### src/rtl/ftb_pkg.sv
package ftb_pkg;

   // Input operation codes.
   localparam logic [1:0] OP_TICK  = 2'd0;
   localparam logic [1:0] OP_BYTE  = 2'd1;
   localparam logic [1:0] OP_START = 2'd2;

   // Configuration register indexes.
   localparam int CSR_INDEX_W = 3;
   localparam logic [CSR_INDEX_W-1:0] CSR_WAKE_PERIOD = 3'd0;
   localparam logic [CSR_INDEX_W-1:0] CSR_WAKE_PULSES = 3'd1;
   localparam logic [CSR_INDEX_W-1:0] CSR_ONE_PERIOD  = 3'd2;
   localparam logic [CSR_INDEX_W-1:0] CSR_ONE_PULSES  = 3'd3;
   localparam logic [CSR_INDEX_W-1:0] CSR_ZERO_PERIOD = 3'd4;
   localparam logic [CSR_INDEX_W-1:0] CSR_ZERO_PULSES = 3'd5;
   localparam logic [CSR_INDEX_W-1:0] CSR_TERM_PERIOD = 3'd6;
   localparam logic [CSR_INDEX_W-1:0] CSR_TERM_PULSES = 3'd7;

   localparam int PERIOD_W = 8;
   localparam int PULSES_W = 6;
   localparam int BYTE_W   = 8;
   localparam int BIT_W    = 3;

   // Reset values of the configuration registers.
   localparam logic [PERIOD_W-1:0] WAKE_PERIOD_RST = 8'd46;
   localparam logic [PULSES_W-1:0] WAKE_PULSES_RST = 6'd21;
   localparam logic [PERIOD_W-1:0] ONE_PERIOD_RST  = 8'd76;
   localparam logic [PULSES_W-1:0] ONE_PULSES_RST  = 6'd11;
   localparam logic [PERIOD_W-1:0] ZERO_PERIOD_RST = 8'd58;
   localparam logic [PULSES_W-1:0] ZERO_PULSES_RST = 6'd14;
   localparam logic [PERIOD_W-1:0] TERM_PERIOD_RST = 8'd110;
   localparam logic [PULSES_W-1:0] TERM_PULSES_RST = 6'd5;

   // Depth of the command and result queues.
   localparam int QUEUE_DEPTH = 2;
   localparam int QPTR_W      = $clog2(QUEUE_DEPTH);
   localparam int QCNT_W      = $clog2(QUEUE_DEPTH + 1);

   typedef struct packed {
      logic              is_offer;
      logic              is_start;
      logic [BYTE_W-1:0] data_byte;
      logic              last_byte;
   } cmd_type;

   typedef struct packed {
      logic pin_level;
      logic byte_taken;
      logic need_byte;
      logic frame_active;
      logic frame_done;
   } rsp_type;

endpackage

### src/rtl/fsk_tone_burst_transmitter_core.sv
// Channel   Ports                                       Beat when
// -------   -----------------------------------------   ----------------------
// request   push, full, req_op/data_byte/last_byte      push high, full low
// result    empty, pop, rsp_pin_level ... frame_done    pop high, empty low
// csr       csr_valid, csr_ready, csr_index, csr_data   csr_valid and csr_ready
//
// Each request beat is one timer tick and yields exactly one result beat.
// A tick is handled by the tone engine; with both sides moving, one beat
// passes per cycle, and a result reaches the result ports once its request
// beat has been registered in the request queue and then in the result queue.
// Two-entry queues on each side of the engine let either side stall alone.
// Reset is synchronous; csr_ready is always high.
module fsk_tone_burst_transmitter_core (
   input  logic                            clock,
   input  logic                            reset,
   input  logic                            push,
   output logic                            full,
   input  logic [1:0]                      req_op,
   input  logic [ftb_pkg::BYTE_W-1:0]      req_data_byte,
   input  logic                            req_last_byte,
   output logic                            empty,
   input  logic                            pop,
   output logic                            rsp_pin_level,
   output logic                            rsp_byte_taken,
   output logic                            rsp_need_byte,
   output logic                            rsp_frame_active,
   output logic                            rsp_frame_done,
   input  logic                            csr_valid,
   output logic                            csr_ready,
   input  logic [ftb_pkg::CSR_INDEX_W-1:0] csr_index,
   input  logic [ftb_pkg::BYTE_W-1:0]      csr_data
);
   import ftb_pkg::*;

   logic    cmd_valid;
   cmd_type cmd;
   logic    cmd_take;
   logic    rsp_push;
   rsp_type rsp_in;
   logic    rsp_full;
   rsp_type rsp_out;

   ftb_front u_front (
      .clock         (clock),
      .reset         (reset),
      .push          (push),
      .full          (full),
      .req_op        (req_op),
      .req_data_byte (req_data_byte),
      .req_last_byte (req_last_byte),
      .cmd_valid     (cmd_valid),
      .cmd           (cmd),
      .cmd_take      (cmd_take)
   );

   ftb_engine u_engine (
      .clock     (clock),
      .reset     (reset),
      .csr_valid (csr_valid),
      .csr_ready (csr_ready),
      .csr_index (csr_index),
      .csr_data  (csr_data),
      .cmd_valid (cmd_valid),
      .cmd       (cmd),
      .cmd_take  (cmd_take),
      .rsp_push  (rsp_push),
      .rsp       (rsp_in),
      .rsp_full  (rsp_full)
   );

   ftb_rsp_queue u_rsp_queue (
      .clock        (clock),
      .reset        (reset),
      .rsp_push     (rsp_push),
      .rsp_in_data  (rsp_in),
      .rsp_full     (rsp_full),
      .pop          (pop),
      .empty        (empty),
      .rsp_out_data (rsp_out)
   );

   assign rsp_pin_level    = rsp_out.pin_level;
   assign rsp_byte_taken   = rsp_out.byte_taken;
   assign rsp_need_byte    = rsp_out.need_byte;
   assign rsp_frame_active = rsp_out.frame_active;
   assign rsp_frame_done   = rsp_out.frame_done;

endmodule

### src/rtl/ftb_front.sv
module ftb_front (
   input  logic                      clock,
   input  logic                      reset,
   input  logic                      push,
   output logic                      full,
   input  logic [1:0]                req_op,
   input  logic [ftb_pkg::BYTE_W-1:0] req_data_byte,
   input  logic                      req_last_byte,
   output logic                      cmd_valid,
   output ftb_pkg::cmd_type          cmd,
   input  logic                      cmd_take
);
   import ftb_pkg::*;

   cmd_type            entry_ff [QUEUE_DEPTH];
   logic [QPTR_W-1:0]  wr_ptr_ff, wr_ptr_in;
   logic [QPTR_W-1:0]  rd_ptr_ff, rd_ptr_in;
   logic [QCNT_W-1:0]  count_ff, count_in;
   cmd_type            decoded;
   logic               wr_en;
   logic               rd_en;

   // Op code 3 decodes to neither flag and so acts as a plain tick.
   always_comb begin
      decoded.is_offer  = (req_op == OP_BYTE);
      decoded.is_start  = (req_op == OP_START);
      decoded.data_byte = req_data_byte;
      decoded.last_byte = req_last_byte;
   end

   assign full      = (count_ff == QCNT_W'(QUEUE_DEPTH));
   assign cmd_valid = (count_ff != '0);
   assign cmd       = entry_ff[rd_ptr_ff];
   assign wr_en     = push && !full;
   assign rd_en     = cmd_take && cmd_valid;

   always_comb begin
      wr_ptr_in = wr_ptr_ff;
      rd_ptr_in = rd_ptr_ff;
      count_in  = count_ff;
      if (wr_en) begin
         wr_ptr_in = (wr_ptr_ff == QPTR_W'(QUEUE_DEPTH - 1)) ? '0 : wr_ptr_ff + 1'b1;
      end
      if (rd_en) begin
         rd_ptr_in = (rd_ptr_ff == QPTR_W'(QUEUE_DEPTH - 1)) ? '0 : rd_ptr_ff + 1'b1;
      end
      if (wr_en && !rd_en) begin
         count_in = count_ff + 1'b1;
      end else if (rd_en && !wr_en) begin
         count_in = count_ff - 1'b1;
      end
   end

   always_ff @(posedge clock) begin
      if (reset) begin
         wr_ptr_ff <= '0;
         rd_ptr_ff <= '0;
         count_ff  <= '0;
      end else begin
         wr_ptr_ff <= wr_ptr_in;
         rd_ptr_ff <= rd_ptr_in;
         count_ff  <= count_in;
      end
   end

   always_ff @(posedge clock) begin
      if (wr_en) begin
         entry_ff[wr_ptr_ff] <= decoded;
      end
   end

endmodule

### src/rtl/ftb_engine.sv
module ftb_engine (
   input  logic                          clock,
   input  logic                          reset,
   input  logic                          csr_valid,
   output logic                          csr_ready,
   input  logic [ftb_pkg::CSR_INDEX_W-1:0] csr_index,
   input  logic [ftb_pkg::BYTE_W-1:0]    csr_data,
   input  logic                          cmd_valid,
   input  ftb_pkg::cmd_type              cmd,
   output logic                          cmd_take,
   output logic                          rsp_push,
   output ftb_pkg::rsp_type              rsp,
   input  logic                          rsp_full
);
   import ftb_pkg::*;

   typedef enum logic [1:0] {
      PH_IDLE,
      PH_WAKE,
      PH_DATA,
      PH_TERM
   } phase_type;

   logic [PERIOD_W-1:0] wake_period_ff, one_period_ff, zero_period_ff, term_period_ff;
   logic [PULSES_W-1:0] wake_pulses_ff, one_pulses_ff, zero_pulses_ff, term_pulses_ff;

   phase_type           phase_ff, phase_in;
   logic [PERIOD_W-1:0] tick_ff, tick_in;
   logic [PULSES_W-1:0] pulse_ff, pulse_in;
   logic [BIT_W-1:0]    bit_ff, bit_in;
   logic [BYTE_W-1:0]   shift_ff, shift_in;
   logic                shift_last_ff, shift_last_in;
   logic [BYTE_W-1:0]   hold_byte_ff, hold_byte_in;
   logic                hold_valid_ff, hold_valid_in;
   logic                hold_last_ff, hold_last_in;
   logic                closed_ff, closed_in;

   logic [PERIOD_W-1:0] per;
   logic [PULSES_W-1:0] pul;
   logic [PULSES_W-1:0] pulse_next;
   logic                go_next;
   logic                fire;
   rsp_type             result;

   assign csr_ready = 1'b1;
   assign fire      = cmd_valid && !rsp_full;
   assign cmd_take  = fire;
   assign rsp_push  = fire;
   assign rsp       = result;

   always_comb begin
      phase_in      = phase_ff;
      tick_in       = tick_ff;
      pulse_in      = pulse_ff;
      bit_in        = bit_ff;
      shift_in      = shift_ff;
      shift_last_in = shift_last_ff;
      hold_byte_in  = hold_byte_ff;
      hold_valid_in = hold_valid_ff;
      hold_last_in  = hold_last_ff;
      closed_in     = closed_ff;
      per           = zero_period_ff;
      pul           = zero_pulses_ff;
      pulse_next    = pulse_ff + 1'b1;
      go_next       = 1'b0;
      result        = '0;

      // The offered input is taken before the tone logic looks at the state.
      if (phase_ff == PH_IDLE) begin
         if (cmd.is_offer || cmd.is_start) begin
            phase_in = PH_WAKE;
            tick_in  = '0;
            pulse_in = '0;
            bit_in   = '0;
            if (cmd.is_offer) begin
               hold_byte_in  = cmd.data_byte;
               hold_valid_in = 1'b1;
               hold_last_in  = cmd.last_byte;
               closed_in     = cmd.last_byte;
            end else begin
               hold_valid_in = 1'b0;
               hold_last_in  = 1'b0;
               closed_in     = 1'b1;
            end
            result.byte_taken = 1'b1;
         end
      end else if (cmd.is_offer && !hold_valid_ff && !closed_ff) begin
         hold_byte_in      = cmd.data_byte;
         hold_valid_in     = 1'b1;
         hold_last_in      = cmd.last_byte;
         closed_in         = cmd.last_byte;
         result.byte_taken = 1'b1;
      end

      pulse_next = pulse_in + 1'b1;

      if (phase_in != PH_IDLE) begin
         result.frame_active = 1'b1;
         unique case (phase_in)
            PH_WAKE: begin
               per = wake_period_ff;
               pul = wake_pulses_ff;
            end
            PH_TERM: begin
               per = term_period_ff;
               pul = term_pulses_ff;
            end
            default: begin
               per = shift_ff[BYTE_W-1] ? one_period_ff : zero_period_ff;
               pul = shift_ff[BYTE_W-1] ? one_pulses_ff : zero_pulses_ff;
            end
         endcase
         result.pin_level = (tick_in < (per >> 1));
         if (tick_in >= per) begin
            tick_in = '0;
            if ((pul == '0) || (pulse_next >= pul)) begin
               pulse_in = '0;
               unique case (phase_in)
                  PH_WAKE: begin
                     go_next = 1'b1;
                  end
                  PH_DATA: begin
                     shift_in = {shift_ff[BYTE_W-2:0], 1'b0};
                     if (bit_in == BIT_W'(BYTE_W - 1)) begin
                        bit_in = '0;
                        if (shift_last_ff) begin
                           closed_in = 1'b1;
                           phase_in  = PH_TERM;
                        end else begin
                           go_next = 1'b1;
                        end
                     end else begin
                        bit_in = bit_in + 1'b1;
                     end
                  end
                  default: begin
                     phase_in          = PH_IDLE;
                     result.frame_done = 1'b1;
                     bit_in            = '0;
                     shift_in          = '0;
                     shift_last_in     = 1'b0;
                     hold_valid_in     = 1'b0;
                     hold_last_in      = 1'b0;
                     closed_in         = 1'b0;
                  end
               endcase
            end else begin
               pulse_in = pulse_next;
            end
         end else begin
            tick_in = tick_in + 1'b1;
         end
      end

      // After the wake burst or a non-final byte, the held byte moves to the
      // shifter; with none held the frame goes straight to its termination burst.
      if (go_next) begin
         tick_in  = '0;
         pulse_in = '0;
         if (hold_valid_in) begin
            shift_in      = hold_byte_in;
            shift_last_in = hold_last_in;
            hold_valid_in = 1'b0;
            bit_in        = '0;
            phase_in      = PH_DATA;
         end else begin
            closed_in = 1'b1;
            phase_in  = PH_TERM;
         end
      end

      result.need_byte = (phase_in != PH_IDLE) && !hold_valid_in && !closed_in;
   end

   always_ff @(posedge clock) begin
      if (reset) begin
         wake_period_ff <= WAKE_PERIOD_RST;
         wake_pulses_ff <= WAKE_PULSES_RST;
         one_period_ff  <= ONE_PERIOD_RST;
         one_pulses_ff  <= ONE_PULSES_RST;
         zero_period_ff <= ZERO_PERIOD_RST;
         zero_pulses_ff <= ZERO_PULSES_RST;
         term_period_ff <= TERM_PERIOD_RST;
         term_pulses_ff <= TERM_PULSES_RST;
         phase_ff       <= PH_IDLE;
         tick_ff        <= '0;
         pulse_ff       <= '0;
         bit_ff         <= '0;
         shift_ff       <= '0;
         shift_last_ff  <= 1'b0;
         hold_valid_ff  <= 1'b0;
         hold_last_ff   <= 1'b0;
         closed_ff      <= 1'b0;
      end else begin
         if (csr_valid && csr_ready) begin
            unique case (csr_index)
               CSR_WAKE_PERIOD: wake_period_ff <= csr_data;
               CSR_WAKE_PULSES: wake_pulses_ff <= csr_data[PULSES_W-1:0];
               CSR_ONE_PERIOD:  one_period_ff  <= csr_data;
               CSR_ONE_PULSES:  one_pulses_ff  <= csr_data[PULSES_W-1:0];
               CSR_ZERO_PERIOD: zero_period_ff <= csr_data;
               CSR_ZERO_PULSES: zero_pulses_ff <= csr_data[PULSES_W-1:0];
               CSR_TERM_PERIOD: term_period_ff <= csr_data;
               default:         term_pulses_ff <= csr_data[PULSES_W-1:0];
            endcase
         end
         if (fire) begin
            phase_ff      <= phase_in;
            tick_ff       <= tick_in;
            pulse_ff      <= pulse_in;
            bit_ff        <= bit_in;
            shift_ff      <= shift_in;
            shift_last_ff <= shift_last_in;
            hold_valid_ff <= hold_valid_in;
            hold_last_ff  <= hold_last_in;
            closed_ff     <= closed_in;
         end
      end
   end

   always_ff @(posedge clock) begin
      if (fire) begin
         hold_byte_ff <= hold_byte_in;
      end
   end

endmodule

### src/rtl/ftb_rsp_queue.sv
module ftb_rsp_queue (
   input  logic             clock,
   input  logic             reset,
   input  logic             rsp_push,
   input  ftb_pkg::rsp_type rsp_in_data,
   output logic             rsp_full,
   input  logic             pop,
   output logic             empty,
   output ftb_pkg::rsp_type rsp_out_data
);
   import ftb_pkg::*;

   rsp_type            entry_ff [QUEUE_DEPTH];
   logic [QPTR_W-1:0]  wr_ptr_ff, wr_ptr_in;
   logic [QPTR_W-1:0]  rd_ptr_ff, rd_ptr_in;
   logic [QCNT_W-1:0]  count_ff, count_in;
   logic               wr_en;
   logic               rd_en;

   assign rsp_full     = (count_ff == QCNT_W'(QUEUE_DEPTH));
   assign empty        = (count_ff == '0);
   assign rsp_out_data = entry_ff[rd_ptr_ff];
   assign wr_en        = rsp_push && !rsp_full;
   assign rd_en        = pop && !empty;

   always_comb begin
      wr_ptr_in = wr_ptr_ff;
      rd_ptr_in = rd_ptr_ff;
      count_in  = count_ff;
      if (wr_en) begin
         wr_ptr_in = (wr_ptr_ff == QPTR_W'(QUEUE_DEPTH - 1)) ? '0 : wr_ptr_ff + 1'b1;
      end
      if (rd_en) begin
         rd_ptr_in = (rd_ptr_ff == QPTR_W'(QUEUE_DEPTH - 1)) ? '0 : rd_ptr_ff + 1'b1;
      end
      if (wr_en && !rd_en) begin
         count_in = count_ff + 1'b1;
      end else if (rd_en && !wr_en) begin
         count_in = count_ff - 1'b1;
      end
   end

   always_ff @(posedge clock) begin
      if (reset) begin
         wr_ptr_ff <= '0;
         rd_ptr_ff <= '0;
         count_ff  <= '0;
      end else begin
         wr_ptr_ff <= wr_ptr_in;
         rd_ptr_ff <= rd_ptr_in;
         count_ff  <= count_in;
      end
   end

   always_ff @(posedge clock) begin
      if (wr_en) begin
         entry_ff[wr_ptr_ff] <= rsp_in_data;
      end
   end

endmodule
### config.mk
export PLATFORM = sky130hd
export DESIGN_NAME = fsk_tone_burst_transmitter_core
export DESIGN_NICKNAME = d
export VERILOG_FILES = /design/src/rtl/ftb_pkg.sv /design/src/rtl/fsk_tone_burst_transmitter_core.sv /design/src/rtl/ftb_front.sv /design/src/rtl/ftb_engine.sv /design/src/rtl/ftb_rsp_queue.sv
export SDC_FILE = /design/constraint.sdc
export NUM_CORES = 1
export LEC_CHECK = 0
export ABC_AREA = 1
export BUFFER_PORTS_ARGS = -buffer_cell sky130_fd_sc_hd__buf_2
export CAP_MARGIN = 40
export CORE_MARGIN = 10
export CORE_UTILIZATION = 46
export DETAILED_ROUTE_END_ITERATION = 12
export SETUP_SLACK_MARGIN = 0.2
export SKIP_CTS_REPAIR_TIMING = 1
export SLEW_MARGIN = 30
export SYNTH_ARGS = -nofsm -noshare
export SYNTH_HDL_FRONTEND = slang
export SYNTH_SLANG_ARGS = --single-unit
### constraint.sdc
create_clock -name clock -period 4.65 [get_ports clock]
set_input_delay 0.6975 -clock clock [delete_from_list [all_inputs] [get_ports clock]]
set_output_delay 0.6975 -clock clock [all_outputs]
set_load 0.03 [all_outputs]
==> summary.txt, run 1 <==
synthesized cell area: 7100 µm²
crit start category: flip-flop
r2r setup slk: 0.68 ns
Die ar.: 20800 µm²
post-synthesis cell type count: 44
Die Wd: 144 µm
startpoint of the worst hold path: u_front.rd_ptr_ff
pwr dens: 632 nW/µm²
fmax: 0.252 GHz
global-route usage over all layers: 16.9%
Mean Syn Cell Area: 7.71 µm²
Clk Latency, worst-skew pair: 0.43 ns
Inst Count DP: 1119
DR DRC count: 0
# diodes: 0
Synth Warn #: 0
Initial Util: 46.9%
Final Util: 53.0%
HPWL Detailed: 11900 µm
register area share after synthesis: 44.2%
largest net degree at the start of global routing: 40
commonest non-fill, non-tap cell in the layout: nand2_1
MaxCap Viol Count: 0
initial antenna violation count: 0
post-route insts no fill: 1151
Worst R2R End: u_engine.shift_ff[2]
H-Tree Depth: 4
Iter 0 DRT Violations: 334
Vias per Instance: 5.16
CTS buffer count: 17
nets: 1003
post-synthesis net count: 974
Placer Congestion: 0.893
final setup margin: 0.680 ns
Die Height: 144 µm
Mapped Cells: 921
layout cell share with drive strength beyond 1: 14.3%
ranking of synthesized cells by area: dfxtp_1, edfxtp_1, nand2_1
Clock Skew: 0.0113 ns
grt ovf: 0
Worst EP required: 4.94 ns
CP Class: reg -> reg
IO Count: 35
share of the synthesized area in the top cell type: 27.3%
most frequent cells in the layout: nand2_1, nor2_1, inv_1, dfxtp_1, o21ai_0
Worst path slowest cell: dfxtp_2
root buf cell: clkbuf_16
RSZ-0062 raised after global routing: no
Worst Path Arrival: 4.26 ns
ANT nets after route: 0
port bufs: 33
CORE AREA: 15100 µm²
max incr delay on CP: 0.46 ns
fin crit share: 85.4%
first-pass GRT wire length: 28100 µm
TritonCTS clock tree: yes
flops & latches, synth: 137
Buf/Inv on CP: 3
Setup TNS Final: 0 ns
CTS sink cnt: 137
post-synth top area cell: dfxtp_1
worst path cell trace: inv_2 -> nand2_1 -> nand2_4 -> nand2_4 -> nand2_4 -> inv_1 -> nor2_1 -> ha_1 -> nand4_1 -> xor2_1 -> inv_1 -> ha_1 -> nand2_1 -> nor2_1 -> o21ai_0 -> o211ai_1 -> nor2_1 -> nand2_4 -> nand3_2 -> nand2_1 -> nor2_2 -> nand2_1 -> nand3_2 -> a21oi_2
fin crit period: 3.97 ns
worst-margin pin slew: 0.583 ns
Avg WL per Cell: 14.5 µm
top_reg_cell synth: dfxtp_1
Hold Path Cell Cnt: 1
ys async rst share: 0%
crit end category: flip-flop
hold crit path type: reg -> reg
run status: finished clean
Post-synth EDFFs: 40
Reg clk slew, reported paths: 0.06 ns
maximum vdd drop: 0.316 mV
top cell family by delay on the critical path: simple AND/OR/NAND/NOR gates
vias in the first global route: 5666
WL final: 16700 µm
Slew HR: 61.1%
via count: 5937
Area Overhead vs Synth: 13.0%
Setup WS pre-CTS: 0.460 ns
num rows: 45
first-pass iteration count of the detailed router: 5
final hold violations: 0
FF-to-FF path depth: 24
final setup violating endpoints: 0
pins over their slew limit: 0
Crit Path Max Fanout: 14
Leakage Power: 3.59 nW
Longest Clk Path Bufs: 2
how the worst max path moves through the flow:
| stage | from | to | slack, ns | cells after the start |
|---|---|---|---|---|
| after floorplan | flip-flop | u_engine.shift_ff[2] | 1.15 | 26 |
| after global placement | flip-flop | u_engine.shift_ff[3] | 0.63 | 24 |
| after detailed placement | flip-flop | u_engine.shift_ff[2] | 0.46 | 24 |
| after CTS | flip-flop | u_engine.shift_ff[2] | 0.45 | 24 |
| after global routing | flip-flop | u_engine.shift_ff[3] | 0.25 | 24 |
| final | flip-flop | u_engine.shift_ff[2] | 0.68 | 24 |
final cells by class:
type / count / area, µm²
sequential: 137 / 3140
tap: 188 / 235
multi-input combinational: 632 / 3360
clock buffer: 20 / 457
fill: 1496 / 7120
timing repair buffer: 47 / 278
inverter: 115 / 432
clock inverter: 12 / 126
sequential cells by signal (all words and copies together) (netlist names), 8 cells and up, named ones only:
register,cells
u_front.entry_ff,22
u_rsp_queue.entry_ff,10
u_engine.hold_byte_ff,8
u_engine.one_period_ff,8
u_engine.shift_ff,8
u_engine.term_period_ff,8
u_engine.tick_ff,8
u_engine.wake_period_ff,8
u_engine.zero_period_ff,8
cell usage after synthesis (all sizes together), types with 9 or more instances:
cell / count
buf: 20
or2: 9
clkbuf: 17
inv: 112
o21ai: 80
ha: 26
nand4: 19
nor2: 122
nand2: 201
dfxtp: 97
o211ai: 15
nand3: 65
edfxtp: 40
a21oi: 55
where the power goes:
part | switching [W] | total, W | internal, W | leakage, nW
registers | 0.000128 | 0.00164 | 0.00151 | 1.17
logic | 0.00146 | 0.00211 | 0.000651 | 2.15
clock network | 0.000510 | 0.00132 | 0.000813 | 0.277
total | 0.00210 | 0.00507 | 0.00297 | 3.59
stage by stage:
| stage | power, W | hold slack [ns] | cell area, µm² |
|---|---|---|---|
| finish | 0.00507 | 0.451 | 8030 |
| global route | 0.00547 | 0.452 | 8030 |
| CTS | 0.00511 | 0.449 | 8030 |
| detailed placement | 0.00378 | 0.443 | 7450 |
| global placement | 0.00374 | 0.439 | 7420 |
| floorplan | 0.00323 | 0.426 | 7100 |
worst register-to-register path, cell delays in order, from the launching register on:
cell and delay (ns):
dfxtp_2 0.46, inv_2 0.14, nand2_1 0.13, nand2_4 0.09, nand2_4 0.07, nand2_4 0.08
inv_1 0.30, nor2_1 0.16, ha_1 0.23, nand4_1 0.11, xor2_1 0.18, inv_1 0.06
ha_1 0.26, nand2_1 0.10, nor2_1 0.05, o21ai_0 0.07, o211ai_1 0.10, nor2_1 0.18
nand2_4 0.16, nand3_2 0.17, nand2_1 0.13, nor2_2 0.34, nand2_1 0.12, nand3_2 0.10
a21oi_2 0.04
layer usage:
metal	global-route usage (%)	wire length, µm	up-vias
li1	-	-	3099
met1	21.4	7800	2706
met2	27.9	7900	112
met3	3.35	709	20
met4	6.12	293	0
met5	0	0	-
kinds of logic after synthesis:
logic type | share of synthesized area [%]
AOI/OAI and AO/OA | 13.6
xor gates and xnor gates | 0.616
adders and majority gates | 4.58
buffers and inverters | 8.58
DFF | 44.2
muxes | 0.792
other | 0.0528
and+or+nand+nor | 27.5
Power figures use the tool's default switching activity.
==> inputs of run 2 (changes only) <==
--- a/config.mk
+++ b/config.mk
@@ -10,7 +10,9 @@
 export CAP_MARGIN = 40
 export CORE_MARGIN = 10
 export CORE_UTILIZATION = 46
+export CTS_BUF_LIST = sky130_fd_sc_hd__clkbuf_4 sky130_fd_sc_hd__clkbuf_8 sky130_fd_sc_hd__clkbuf_16
 export DETAILED_ROUTE_END_ITERATION = 12
+export GPL_TIMING_DRIVEN = 0
 export SETUP_SLACK_MARGIN = 0.2
 export SKIP_CTS_REPAIR_TIMING = 1
 export SLEW_MARGIN = 30
==> run 2 against run 1 <==
  * Core utilization is 0.51 points higher
  * Power up 2.9%
  * Final cell count grew 1.6%
  * Largest power group unchanged
  * Critical path depth increased by 2
  * Critical path type unchanged
  * First-iteration DRC count decreased by 9.0%
  * Wire length is 6.5% higher
  * Clock-buffer cell count grew 3
  * Register-to-register slack got worse by 0.05 ns
  * Hold slack gained 0.0056 ns
  * Global-route usage is 1.1 points higher
  * Setup slack got worse by 0.054 ns
  * Highest routed layer unchanged
==> summary.txt, run 2 (synthesized netlist as in run 1, its figures left out) <==
run status: finished clean
# diodes: 0
Reg clk slew, reported paths: 0.06 ns
fin crit period: 4.02 ns
worst-margin pin slew: 0.738 ns
P_sw: 0.00219 W
num rows: 45
crit start category: flip-flop
Leakage Power: 3.62 nW
Placer Congestion: 0.840
max incr delay on CP: 0.36 ns
most frequent cells in the layout: nand2_1, nor2_1, inv_1, dfxtp_1, o21ai_0
first-pass iteration count of the detailed router: 7
fin crit share: 86.5%
Clock Skew: 0.00739 ns
pwr dens: 644 nW/µm²
Clk Latency, worst-skew pair: 0.42 ns
DR DRC count: 0
Die Wd: 144 µm
Worst path slowest cell: dfxtp_1
Largest register FFs: 22
Slew HR: 50.8%
crit end category: flip-flop
Die ar.: 20800 µm²
Filler cells: 1462
initial antenna violation count: 0
internal power: 0.00302 W
vias in the first global route: 5756
Top reg by flops: u_front.entry_ff
clock share of power: 26.1%
commonest non-fill, non-tap cell in the layout: nand2_1
MaxCap Viol Count: 0
fmax: 0.249 GHz
Top Registers: u_front.entry_ff (22), u_rsp_queue.entry_ff (10)
global-route usage over all layers: 17.9%
H-Tree Depth: 4
via count: 5998
last element of the critical path: u_engine.shift_ff[7]
ANT nets after route: 0
pins over their slew limit: 0
Comb power frac: 42.8%
final setup violating endpoints: 0
nets: 1021
HPWL Detailed: 12800 µm
Worst path most repeated cell: nand2_4
Avg WL per Cell: 15.2 µm
Initial Util: 46.9%
Setup TNS Final: 0 ns
TritonCTS clock tree: yes
hold crit path type: reg -> reg
CORE AREA: 15100 µm²
largest net degree at the start of global routing: 17
RSZ-0062 raised after global routing: no
IO Count: 35
Worst R2R End: u_engine.shift_ff[7]
Die Height: 144 µm
WL final: 17800 µm
maximum vdd drop: 0.329 mV
Iter 0 DRT Violations: 304
first-pass GRT wire length: 29300 µm
Reg area: 3140 µm²
layout cell share with drive strength beyond 1: 13.8%
Area Overhead vs Synth: 14.1%
Crit Path Max Fanout: 10
Vias per Instance: 5.13
Sw Ratio: 42.0%
final hold violations: 0
root buf cell: clkbuf_16
port bufs: 26
CTS sink cnt: 137
Worst Path Arrival: 4.31 ns
grt ovf: 0
r2r setup slk: 0.63 ns
FF-to-FF path depth: 26
CP Class: reg -> reg
area of the multi-input gates: 3370 µm²
CTS buffer count: 17
Worst EP required: 4.93 ns
sequential power share: 31.1%
Longest Clk Path Bufs: 2
Final Util: 53.5%
==> run 2: per-stage QoR <==
step                cell area (µm²)  hold WS [ns]  std cells  setup WS (ns)  total power [W]
global route                   8110         0.439       1169          0.255          0.00563
detailed placement             7490         0.442       1137          0.428          0.00387
global placement               7470         0.437       1135          0.403          0.00383
CTS                            8090         0.444       1169          0.404          0.00525
floorplan                      7100         0.426        921           1.15          0.00323
finish                         8110         0.457       1169          0.626          0.00522
==> run 2: metal layers <==
layer	share of wire (%)	track usage, %
met2	48	30.0
met3	3.6	4.13
met5	0	0
met4	1.3	5.00
met1	47	22.6
==> run 2: final cells by class <==
class	instances	share of cell area (%)
repair buffers	28	1.84
well taps	188	2.90
flip-flops and latches	137	38.8
clock buffers	23	6.39
clock inverters	9	1.05
plain buffers	37	2.21
inverters	115	5.32
multi-input cells	632	41.5
==> run 2: worst min-delay path by stage <==
| stage | cells past startpoint | slack [ns] | endpoint | start |
|---|---|---|---|---|
| 3_5_place_dp | 2 | 0.44 | u_engine.wake_period_ff[1] | u_engine.wake_period_ff[1] |
| 6_report | 2 | 0.46 | u_engine.term_pulses_ff[0] | u_engine.term_pulses_ff[0] |
| 3_3_place_gp | 2 | 0.44 | u_engine.wake_period_ff[1] | u_engine.wake_period_ff[1] |
| 4_1_cts | 1 | 0.44 | u_front.entry_ff[1][8] | req_data_byte[7] |
| 5_1_grt | 1 | 0.44 | u_front.entry_ff[0][8] | req_data_byte[7] |
| 2_1_floorplan | 1 | 0.43 | flip-flop | u_front.rd_ptr_ff |
==> run 2: power groups by stage <==
stage | logic (W) | registers (W) | clock network (W)
3_3_place_gp | 0.00219 | 0.00164 | 0
2_1_floorplan | 0.00161 | 0.00162 | 0
3_5_place_dp | 0.00223 | 0.00164 | 0
5_1_grt | 0.00254 | 0.00165 | 0.00144
4_1_cts | 0.00224 | 0.00162 | 0.00139
6_report | 0.00223 | 0.00162 | 0.00136
==> run 2: critical path, delay by kind of cell, from the launching register on <==
family	cells	cell delay (ns)
xor gates and xnor gates	1	0.18
buffers and inverters	5	0.75
DFF	1	0.36
adders and majority gates	2	0.48
AOI/OAI and AO/OA	3	0.27
and+or+nand+nor	15	1.85
